**src/sv/rrpg_pkg.sv**
```systemverilog
// shared types and constants of the range reading plausibility gate
// no dependencies

package rrpg_pkg;

  localparam int TimeBits = 32;
  localparam int DistW    = 16;
  localparam int CfgIdxW  = 3;
  localparam int CfgDataW = 16;
  localparam int ProdW    = DistW + TimeBits;
  localparam int DiffKW   = 26;
  localparam int QuotW    = 15;
  localparam int DivSteps = QuotW;
  localparam int DivCntW  = $clog2(DivSteps);

  localparam logic [TimeBits-1:0] MinDtMs    = TimeBits'(20);
  localparam logic [DiffKW-1:0]   MsPerS     = DiffKW'(1000);
  localparam logic [15:0]         GapSat     = 16'hFFFF;
  localparam logic [15:0]         OneQ15     = 16'h8000;
  localparam logic [7:0]          RstatClear = 8'hFF;
  localparam logic                FuncClear  = 1'b1;

  typedef enum logic [CfgIdxW-1:0] {
    CfgSensorEnabled = 3'd0,
    CfgRecentValid   = 3'd1,
    CfgValidMin      = 3'd2,
    CfgValidMax      = 3'd3,
    CfgStepFloor     = 3'd4,
    CfgStepRate      = 3'd5,
    CfgBlendFull     = 3'd6,
    CfgBlendZero     = 3'd7
  } cfg_idx_e;

  typedef enum logic [2:0] {
    RejNone     = 3'd0,
    RejDisabled = 3'd1,
    RejNoData   = 3'd2,
    RejTimeout  = 3'd3,
    RejTooFar   = 3'd4,
    RejJump     = 3'd5
  } reject_e;

  typedef struct packed {
    logic capture;
    logic mul;
    logic eval;
    logic div_step;
    logic load_out;
  } rrpg_cmd_t;

  typedef struct packed {
    logic need_div;
  } rrpg_status_t;

endpackage

```
**src/sv/rrpg_ctrl.sv**
```systemverilog
// controller state machine of the range reading plausibility gate
// depends on rrpg_pkg

module rrpg_ctrl (
  input  logic                  clk_i,
  input  logic                  rst_ni,
  input  logic                  in_valid_i,
  output logic                  in_ready_o,
  output logic                  out_valid_o,
  input  logic                  out_ready_i,
  input  rrpg_pkg::rrpg_status_t status_i,
  output rrpg_pkg::rrpg_cmd_t    cmd_o
);
  import rrpg_pkg::*;

  typedef enum logic [4:0] {
    StIdle = 5'b00001,
    StMul  = 5'b00010,
    StEval = 5'b00100,
    StDiv  = 5'b01000,
    StOut  = 5'b10000
  } ctrl_state_e;

  ctrl_state_e          state_q, state_d;
  logic [DivCntW-1:0]   cnt_q, cnt_d;
  logic                 out_valid_q, out_valid_d;

  always_comb begin
    state_d = state_q;
    cnt_d   = cnt_q;
    cmd_o   = '0;
    case (state_q)
      StIdle: begin
        if (in_valid_i) begin
          cmd_o.capture = 1'b1;
          state_d       = StMul;
        end
      end
      StMul: begin
        cmd_o.mul = 1'b1;
        state_d   = StEval;
      end
      StEval: begin
        cmd_o.eval = 1'b1;
        cnt_d      = '0;
        state_d    = status_i.need_div ? StDiv : StOut;
      end
      StDiv: begin
        cmd_o.div_step = 1'b1;
        cnt_d          = cnt_q + DivCntW'(1);
        if (cnt_q == DivCntW'(DivSteps - 1)) begin
          state_d = StOut;
        end
      end
      StOut: begin
        if (!out_valid_q || out_ready_i) begin
          cmd_o.load_out = 1'b1;
          state_d        = StIdle;
        end
      end
      default: begin
        state_d = StIdle;
      end
    endcase
  end

  always_comb begin
    out_valid_d = out_valid_q;
    if (cmd_o.load_out) begin
      out_valid_d = 1'b1;
    end else if (out_ready_i) begin
      out_valid_d = 1'b0;
    end
  end

  always_ff @(posedge clk_i or negedge rst_ni) begin
    if (!rst_ni) begin
      state_q     <= StIdle;
      cnt_q       <= '0;
      out_valid_q <= 1'b0;
    end else begin
      state_q     <= state_d;
      cnt_q       <= cnt_d;
      out_valid_q <= out_valid_d;
    end
  end

  assign in_ready_o  = (state_q == StIdle);
  assign out_valid_o = out_valid_q;

endmodule

```
**src/sv/rrpg_datapath.sv**
```systemverilog
// datapath of the range reading plausibility gate: settings, filter state,
// jump test, blend weight divider and output register; depends on rrpg_pkg

module rrpg_datapath (
  input  logic                           clk_i,
  input  logic                           rst_ni,
  input  logic                           cfg_we_i,
  input  logic [rrpg_pkg::CfgIdxW-1:0]   cfg_idx_i,
  input  logic [rrpg_pkg::CfgDataW-1:0]  cfg_wdata_i,
  input  logic                           func_i,
  input  logic [31:0]                    time_ms_i,
  input  logic                           data_ready_i,
  input  logic                           timed_out_i,
  input  logic [15:0]                    distance_mm_i,
  input  logic [7:0]                     meas_status_i,
  input  logic [7:0]                     bus_status_i,
  input  rrpg_pkg::rrpg_cmd_t             cmd_i,
  output rrpg_pkg::rrpg_status_t          status_o,
  output logic [15:0]                    altitude_mm_o,
  output logic                           altitude_valid_o,
  output logic                           fresh_ok_o,
  output logic [2:0]                     reject_reason_o,
  output logic [15:0]                    attempt_gap_ms_o,
  output logic [15:0]                    raw_mm_o,
  output logic [7:0]                     last_meas_status_o,
  output logic [7:0]                     last_bus_status_o,
  output logic [15:0]                    blend_weight_o
);
  import rrpg_pkg::*;

  // settings
  logic          en_q;
  logic [15:0]   recent_q, vmin_q, vmax_q, floor_q, rate_q, full_q, zero_q;

  // filter state
  logic [15:0]          good_q, raw_q;
  logic [TimeBits-1:0]  good_time_q, prev_q;
  logic                 have_good_q, have_att_q;
  logic [7:0]           rstat_reg_q;

  // captured transaction
  logic                 func_q, rdy_q, tout_q;
  logic [TimeBits-1:0]  now_q;
  logic [15:0]          dist_q;
  logic [7:0]           rstat_q, bstat_q;

  // first stage
  logic [15:0]          m_q, diff_q;
  logic [DiffKW-1:0]    diff_k_q;
  logic [ProdW-1:0]     prod_q;

  // pending result
  logic [15:0]          res_alt_q, res_gap_q, res_weight_q;
  logic                 res_valid_q, res_fresh_q, res_use_div_q;
  reject_e              res_reason_q;
  logic [7:0]           res_bstat_q;

  // divider
  logic [15:0]          rem_q, den_q;
  logic [QuotW-1:0]     quot_q;

  // output register
  logic [15:0]          o_alt_q, o_gap_q, o_raw_q, o_weight_q;
  logic                 o_valid_q, o_fresh_q;
  reject_e              o_reason_q;
  logic [7:0]           o_rstat_q, o_bstat_q;

  logic [15:0]          m_c, diff_c;
  logic [TimeBits-1:0]  age_c, dt_c, gap_raw_c;
  logic [15:0]          gap_sat_c;
  logic                 jump_c;

  logic [15:0]          alt_c, weight_c, gap_c;
  logic [7:0]           bstat_c;
  logic                 valid_c, fresh_c, clear_c, upd_good_c, upd_raw_c, upd_rstat_c;
  logic                 w_full_c, w_zero_c, need_div_c;
  reject_e              reason_c;

  logic [16:0]          rem2_c;
  logic                 ge_c;

  // config port
  always_ff @(posedge clk_i or negedge rst_ni) begin
    if (!rst_ni) begin
      en_q     <= 1'b0;
      recent_q <= 16'd100;
      vmin_q   <= 16'd40;
      vmax_q   <= 16'd4000;
      floor_q  <= 16'd300;
      rate_q   <= 16'd3000;
      full_q   <= 16'd1000;
      zero_q   <= 16'd2000;
    end else if (cfg_we_i) begin
      case (cfg_idx_e'(cfg_idx_i))
        CfgSensorEnabled: en_q     <= cfg_wdata_i[0];
        CfgRecentValid:   recent_q <= cfg_wdata_i;
        CfgValidMin:      vmin_q   <= cfg_wdata_i;
        CfgValidMax:      vmax_q   <= cfg_wdata_i;
        CfgStepFloor:     floor_q  <= cfg_wdata_i;
        CfgStepRate:      rate_q   <= cfg_wdata_i;
        CfgBlendFull:     full_q   <= cfg_wdata_i;
        CfgBlendZero:     zero_q   <= cfg_wdata_i;
        default: ;
      endcase
    end
  end

  // first stage arithmetic
  assign m_c    = (dist_q < vmin_q) ? 16'd0 : dist_q;
  assign diff_c = (m_c > good_q) ? (m_c - good_q) : (good_q - m_c);
  assign age_c  = now_q - good_time_q;
  assign dt_c   = (age_c < MinDtMs) ? MinDtMs : age_c;

  // evaluation
  assign gap_raw_c = now_q - prev_q;
  assign gap_sat_c = (|gap_raw_c[TimeBits-1:16]) ? GapSat : gap_raw_c[15:0];
  assign jump_c    = (diff_q > floor_q) && (ProdW'(diff_k_q) > prod_q);

  always_comb begin
    alt_c       = '0;
    valid_c     = 1'b0;
    fresh_c     = 1'b0;
    reason_c    = RejNone;
    gap_c       = '0;
    bstat_c     = bstat_q;
    clear_c     = 1'b0;
    upd_good_c  = 1'b0;
    upd_raw_c   = 1'b0;
    upd_rstat_c = 1'b0;
    if (func_q == FuncClear) begin
      clear_c = 1'b1;
      bstat_c = '0;
    end else begin
      gap_c = have_att_q ? gap_sat_c : 16'd0;
      if (!en_q) begin
        reason_c = RejDisabled;
      end else if (!rdy_q) begin
        reason_c = RejNoData;
        if (have_good_q && (age_c <= TimeBits'(recent_q))) begin
          alt_c   = good_q;
          valid_c = 1'b1;
        end
      end else begin
        upd_rstat_c = 1'b1;
        if (tout_q) begin
          reason_c = RejTimeout;
        end else begin
          upd_raw_c = 1'b1;
          if (dist_q > vmax_q) begin
            reason_c = RejTooFar;
          end else if (have_good_q && jump_c) begin
            reason_c = RejJump;
          end else begin
            upd_good_c = 1'b1;
            alt_c      = m_q;
            valid_c    = 1'b1;
            fresh_c    = 1'b1;
          end
        end
      end
    end
  end

  assign w_full_c   = (alt_c <= full_q);
  assign w_zero_c   = (alt_c >= zero_q);
  assign need_div_c = valid_c && !w_full_c && !w_zero_c;
  assign weight_c   = (valid_c && w_full_c) ? OneQ15 : 16'd0;

  assign status_o.need_div = need_div_c;

  // restoring divider, one quotient bit per step
  assign rem2_c = {rem_q, 1'b0};
  assign ge_c   = (rem2_c >= {1'b0, den_q});

  // filter state
  always_ff @(posedge clk_i or negedge rst_ni) begin
    if (!rst_ni) begin
      good_q      <= '0;
      good_time_q <= '0;
      have_good_q <= 1'b0;
      prev_q      <= '0;
      have_att_q  <= 1'b0;
      raw_q       <= '0;
      rstat_reg_q <= RstatClear;
    end else if (cmd_i.eval) begin
      if (clear_c) begin
        good_q      <= '0;
        good_time_q <= '0;
        have_good_q <= 1'b0;
        raw_q       <= '0;
        rstat_reg_q <= RstatClear;
      end else begin
        prev_q     <= now_q;
        have_att_q <= 1'b1;
        if (upd_rstat_c) begin
          rstat_reg_q <= rstat_q;
        end
        if (upd_raw_c) begin
          raw_q <= dist_q;
        end
        if (upd_good_c) begin
          good_q      <= m_q;
          good_time_q <= now_q;
          have_good_q <= 1'b1;
        end
      end
    end
  end

  // payload registers
  always_ff @(posedge clk_i) begin
    if (cmd_i.capture) begin
      func_q  <= func_i;
      now_q   <= time_ms_i[TimeBits-1:0];
      rdy_q   <= data_ready_i;
      tout_q  <= timed_out_i;
      dist_q  <= distance_mm_i;
      rstat_q <= meas_status_i;
      bstat_q <= bus_status_i;
    end
    if (cmd_i.mul) begin
      m_q      <= m_c;
      diff_q   <= diff_c;
      diff_k_q <= DiffKW'(diff_c) * MsPerS;
      prod_q   <= ProdW'(rate_q) * ProdW'(dt_c);
    end
    if (cmd_i.eval) begin
      res_alt_q     <= alt_c;
      res_valid_q   <= valid_c;
      res_fresh_q   <= fresh_c;
      res_reason_q  <= reason_c;
      res_gap_q     <= gap_c;
      res_bstat_q   <= bstat_c;
      res_weight_q  <= weight_c;
      res_use_div_q <= need_div_c;
      rem_q         <= zero_q - alt_c;
      den_q         <= zero_q - full_q;
      quot_q        <= '0;
    end else if (cmd_i.div_step) begin
      rem_q  <= ge_c ? 16'(rem2_c - {1'b0, den_q}) : rem2_c[15:0];
      quot_q <= {quot_q[QuotW-2:0], ge_c};
    end
    if (cmd_i.load_out) begin
      o_alt_q    <= res_alt_q;
      o_valid_q  <= res_valid_q;
      o_fresh_q  <= res_fresh_q;
      o_reason_q <= res_reason_q;
      o_gap_q    <= res_gap_q;
      o_raw_q    <= raw_q;
      o_rstat_q  <= rstat_reg_q;
      o_bstat_q  <= res_bstat_q;
      o_weight_q <= res_use_div_q ? {1'b0, quot_q} : res_weight_q;
    end
  end

  assign altitude_mm_o      = o_alt_q;
  assign altitude_valid_o   = o_valid_q;
  assign fresh_ok_o         = o_fresh_q;
  assign reject_reason_o    = o_reason_q;
  assign attempt_gap_ms_o   = o_gap_q;
  assign raw_mm_o           = o_raw_q;
  assign last_meas_status_o = o_rstat_q;
  assign last_bus_status_o  = o_bstat_q;
  assign blend_weight_o     = o_weight_q;

endmodule

```
**src/sv/range_reading_plausibility_gate_unit.sv**
```systemverilog
// top level of the range reading plausibility gate
// depends on rrpg_pkg, rrpg_ctrl and rrpg_datapath
//
// One transaction in gives one transaction out. After acceptance the result passes the
// multiply and evaluate states and is loaded into the output register in the output
// state. When the altitude lies strictly between the two blend heights, the weight
// first goes through a restoring divider in the divide state that yields one quotient
// bit per cycle. A new transaction is taken the cycle after the previous one has
// reached the output register, even if that result is still waiting for out_ready_i;
// a result held back by out_ready_i stalls the following one in its output state.
// Timestamps are 32 bits and every time difference wraps modulo 2^32. Settings may be
// written only while no transaction is in flight.

module range_reading_plausibility_gate_unit (
  input  logic                           clk_i,
  input  logic                           rst_ni,
  input  logic                           cfg_we_i,
  input  logic [rrpg_pkg::CfgIdxW-1:0]   cfg_idx_i,
  input  logic [rrpg_pkg::CfgDataW-1:0]  cfg_wdata_i,
  input  logic                           in_valid_i,
  output logic                           in_ready_o,
  input  logic                           func_i,
  input  logic [31:0]                    time_ms_i,
  input  logic                           data_ready_i,
  input  logic                           timed_out_i,
  input  logic [15:0]                    distance_mm_i,
  input  logic [7:0]                     meas_status_i,
  input  logic [7:0]                     bus_status_i,
  output logic                           out_valid_o,
  input  logic                           out_ready_i,
  output logic [15:0]                    altitude_mm_o,
  output logic                           altitude_valid_o,
  output logic                           fresh_ok_o,
  output logic [2:0]                     reject_reason_o,
  output logic [15:0]                    attempt_gap_ms_o,
  output logic [15:0]                    raw_mm_o,
  output logic [7:0]                     last_meas_status_o,
  output logic [7:0]                     last_bus_status_o,
  output logic [15:0]                    blend_weight_o
);
  import rrpg_pkg::*;

  rrpg_cmd_t    cmd;
  rrpg_status_t status;

  rrpg_ctrl u_ctrl (
    .clk_i       (clk_i),
    .rst_ni      (rst_ni),
    .in_valid_i  (in_valid_i),
    .in_ready_o  (in_ready_o),
    .out_valid_o (out_valid_o),
    .out_ready_i (out_ready_i),
    .status_i    (status),
    .cmd_o       (cmd)
  );

  rrpg_datapath u_dp (
    .clk_i              (clk_i),
    .rst_ni             (rst_ni),
    .cfg_we_i           (cfg_we_i),
    .cfg_idx_i          (cfg_idx_i),
    .cfg_wdata_i        (cfg_wdata_i),
    .func_i             (func_i),
    .time_ms_i          (time_ms_i),
    .data_ready_i       (data_ready_i),
    .timed_out_i        (timed_out_i),
    .distance_mm_i      (distance_mm_i),
    .meas_status_i      (meas_status_i),
    .bus_status_i       (bus_status_i),
    .cmd_i              (cmd),
    .status_o           (status),
    .altitude_mm_o      (altitude_mm_o),
    .altitude_valid_o   (altitude_valid_o),
    .fresh_ok_o         (fresh_ok_o),
    .reject_reason_o    (reject_reason_o),
    .attempt_gap_ms_o   (attempt_gap_ms_o),
    .raw_mm_o           (raw_mm_o),
    .last_meas_status_o (last_meas_status_o),
    .last_bus_status_o  (last_bus_status_o),
    .blend_weight_o     (blend_weight_o)
  );

endmodule

```
**config.mk**
```make
export PLATFORM = sky130hd
export DESIGN_NAME = range_reading_plausibility_gate_unit
export DESIGN_NICKNAME = d
export VERILOG_FILES = /design/src/sv/rrpg_pkg.sv /design/src/sv/rrpg_ctrl.sv /design/src/sv/rrpg_datapath.sv /design/src/sv/range_reading_plausibility_gate_unit.sv
export SDC_FILE = /design/constraint.sdc
export NUM_CORES = 2
export LEC_CHECK = 0
export BUFFER_PORTS_ARGS = -buffer_cell sky130_fd_sc_hd__buf_2
export CAP_MARGIN = 20
export CORE_AREA = 2 2 379 381
export CTS_BUF_LIST = sky130_fd_sc_hd__clkbuf_8
export CTS_CLUSTER_DIAMETER = 30
export DETAILED_ROUTE_END_ITERATION = 8
export DIE_AREA = 0 0 381 383
export PLACE_DENSITY = 0.59
export REMOVE_ABC_BUFFERS = 1
export SYNTH_ARGS = -nofsm -noshare
export SYNTH_HDL_FRONTEND = slang
export SYNTH_SLANG_ARGS = --single-unit
export TNS_END_PERCENT = 5
```
**constraint.sdc**
```tcl
create_clock -name clk_i -period 20.8 [get_ports clk_i]
set_input_delay 1.04 -clock clk_i [delete_from_list [all_inputs] [get_ports clk_i]]
set_output_delay 1.04 -clock clk_i [all_outputs]
set_load 0.01 [all_outputs]
```
==> results.json <==
{
  "totalNegativeSetupSlack_ns": 0,
  "syn_inst": 4897,
  "final_critical_period_ns": 11.36,
  "tritoncts": "done",
  "antenna_found_initial": 4,
  "fin_crit_sh_pct": 54.6,
  "avgRoutedWirePerCell_um": 18.8,
  "holdBufCountCts": 0,
  "fin_hold_ws_ns": 0.245,
  "grt-ovfl-total": 0,
  "num_vias": 36200,
  "type_of_the_most_critical_hold_path": "in -> async",
  "vias_per_cell": 5.09,
  "cp_common_cell": "sky130_fd_sc_hd__fa_1",
  "cp_max_fanout": 22,
  "synth.cell_area_mm2": 0.0495,
  "cts_made_buffers": 131,
  "fillCellCount": 14100,
  "ios": 178,
  "netlist_top_cells_area": "sky130_fd_sc_hd__edfxtp_1, sky130_fd_sc_hd__fa_1, sky130_fd_sc_hd__ha_1, sky130_fd_sc_hd__dfrtp_1, sky130_fd_sc_hd__inv_1",
  "cell_with_the_largest_stage_delay_on_the_worst_path": "sky130_fd_sc_hd__nor4_1",
  "dr.pass1.iters": 6,
  "clkSinkCount": 576,
  "finalClockSkew_ns": 0.0561,
  "groute.usage.overall_pct": 18.8,
  "crit_end_category": "flip-flop",
  "cts-htree-levels": 4,
  "critPathKind": "reg -> reg",
  "cts_setup_buffers": 0,
  "clk_pin_slew_ns": 0.06,
  "globalplace.congestion": 0.889,
  "yosys_register_bits": 576,
  "cap_viol_max_count": 0,
  "critical_path.startpoint_type": "flip-flop",
  "insertion_delay_ns": 0.84,
  "synth.avg_cell_area_um2": 10.1,
  "tightestPinTransition_ns": 1.10,
  "std_cell_rows": 139,
  "mostFrequentLayoutCells": "sky130_fd_sc_hd__inv_1, sky130_fd_sc_hd__nand2_1, sky130_fd_sc_hd__fa_1",
  "drv_slew": 0,
  "cpPeakStageDelay_ns": 0.86,
  "synth.distinct_cells": 93,
  "numPortBuffers": 177,
  "grt_start_max_net_pins": 148,
  "synth_largest_type_area_fraction_pct": 20.2,
  "synth_top_area_cell": "sky130_fd_sc_hd__edfxtp_1",
  "drt-initial-drc-count": 2263,
  "post-route-util_pct": 39.2,
  "cts_buffer_depth": 3,
  "number_of_gates_resized_after_cts": 0,
  "cpLargestDelayFamily": "compound AO/OA/AOI/OAI gates",
  "report.final.setup_viol": 0,
  "core_region_area_mm2": 0.142,
  "syn_to_final_growth_pct": 12.6,
  "post-route-cell-area_mm2": 0.0557,
  "outcome": "completed",
  "placed_cell_area_mm2": 0.0527,
  "critical_path_required_ns": 21.35,
  "dp.final_hpwl_um": 99800,
  "wire_length_of_the_first_global_routing_pass_um": 214000,
  "fp.dieH_um": 383,
  "synth-seq-area-share_pct": 32.5,
  "detail-route-antenna-nets": 0,
  "total_wirelength_of_the_detailed_routed_design_um": 134000,
  "critical_path_buf_inv_count": 6,
  "synth_flop_cell": "sky130_fd_sc_hd__edfxtp_1",
  "dieArea_mm2": 0.146,
  "most_common_cell_after_layout_fill_and_taps_aside": "sky130_fd_sc_hd__inv_1",
  "fmax_ghz": 0.0880,
  "slew_headroom_pct": 26.3,
  "detail_route.drc_violations": 0,
  "async_reset_ff_share_pct": 39.8,
  "drive_gt1_share_pct": 12.5,
  "finish.net_count": 6091,
  "rsz_0062_raised_after_global_routing": "no",
  "initial_core_util_pct": 34.8,
  "hold_violations": 0,
  "ys_warn_count": 0,
  "ctsRootBufferMaster": "sky130_fd_sc_hd__clkbuf_8",
  "first_global_vias": 37600,
  "die_width_um": 381,
  "synth-edff-count": 332,
  "critical_path_arrival_ns": 11.91
}
[logic make-up after synthesis]
group,share of synthesized area (%)
adders and majority gates,30.0
DFF,32.5
AOI/OAI and AO/OA,11.5
buffers and inverters,7.41
and+or+nand+nor,13.5
xor gates and xnor gates,2.44
muxes,2.78
[layer usage]
layer  vias to the layer above  wire length (µm)  GRT usage, %  part of all wire (%)
met5                         -                 0             0                     0
met4                         0              4750          7.15                   3.5
met3                       254              7410          3.28                   5.5
met2                       957             64700          31.7                    48
met1                     18200             57300          23.9                    43
li1                      16900                 -             -                     -
[cells in the mapped netlist, types with 43 or more instances]
cell and number:
sky130_fd_sc_hd__fa_1 480, sky130_fd_sc_hd__o21ai_0 198, sky130_fd_sc_hd__nand3_1 49, sky130_fd_sc_hd__inv_1 788
sky130_fd_sc_hd__nor2_1 171, sky130_fd_sc_hd__and2_1 223, sky130_fd_sc_hd__xnor2_1 94, sky130_fd_sc_hd__o21a_1 44
sky130_fd_sc_hd__mux2_2 101, sky130_fd_sc_hd__ha_1 417, sky130_fd_sc_hd__a22o_1 49, sky130_fd_sc_hd__nand2_1 534
sky130_fd_sc_hd__dfrtp_1 186, sky130_fd_sc_hd__xor2_1 44, sky130_fd_sc_hd__a21o_1 91, sky130_fd_sc_hd__clkbuf_1 164
sky130_fd_sc_hd__nand4_1 46, sky130_fd_sc_hd__edfxtp_1 332, sky130_fd_sc_hd__dfstp_2 43, sky130_fd_sc_hd__nor3_1 51
sky130_fd_sc_hd__a21oi_1 188, sky130_fd_sc_hd__nor2b_1 57
[layout make-up]
cell class	instances	area [µm²]	area share (%)
sequential	576	16100	28.8
tap	1903	2380	4.27
multi-input combinational	3354	29900	53.6
antenna	5	12.5	0.0225
clock buffer	142	1950	3.51
inverter	789	2960	5.32
clock inverter	99	998	1.79
timing repair buffer	251	1470	2.64
[worst register-to-register path: cells and delay by family (launching register included)]
kind                     cells  cell delay (ns)
buffers and inverters        6             0.95
XOR/XNOR                     1             0.17
AND/OR/NAND/NOR              5             1.68
AO/OA/AOI/OAI               13             4.06
flip-flops                   1             0.45
adder cells (fa/ha/maj)      8             3.76
[state kept, by name, indices dropped and copies added (netlist names), 21 cells and up]
| signal | flops |
|---|---|
| u_dp.good_time_q | 32 |
| u_dp.diff_k_q | 21 |
| u_dp.now_q | 32 |
| u_dp.prod_q | 48 |
| u_dp.prev_q | 32 |
[through the flow]
stage | std cells | setup WS (ns)
2_1_floorplan | 4719 | 9.65
3_3_place_gp | 6869 | 9.31
3_5_place_dp | 6871 | 9.57
4_1_cts | 7112 | 9.43
5_1_grt | 7118 | 8.70
6_report | 7119 | 9.44
[final timing paths]
check,from,end,slack [ns],cells past startpoint
min reg2reg,u_dp.res_gap_q[0],u_dp.attempt_gap_ms_o[0],0.42,0
min,rst_ni,u_dp.good_q[15],0.25,1
max in group asynchronous,rst_ni,u_dp.prev_q[24],19.17,2
max,u_dp.now_q[2],u_dp.prod_q[43],9.44,33
min in group clk_i,bus_status_i[0],u_dp.bstat_q[0],0.37,1
max reg2reg,u_dp.now_q[2],u_dp.prod_q[43],9.44,33
Power is not shown: default switching activity piles up to over one toggle a cycle in this logic, so the estimate is an artifact.
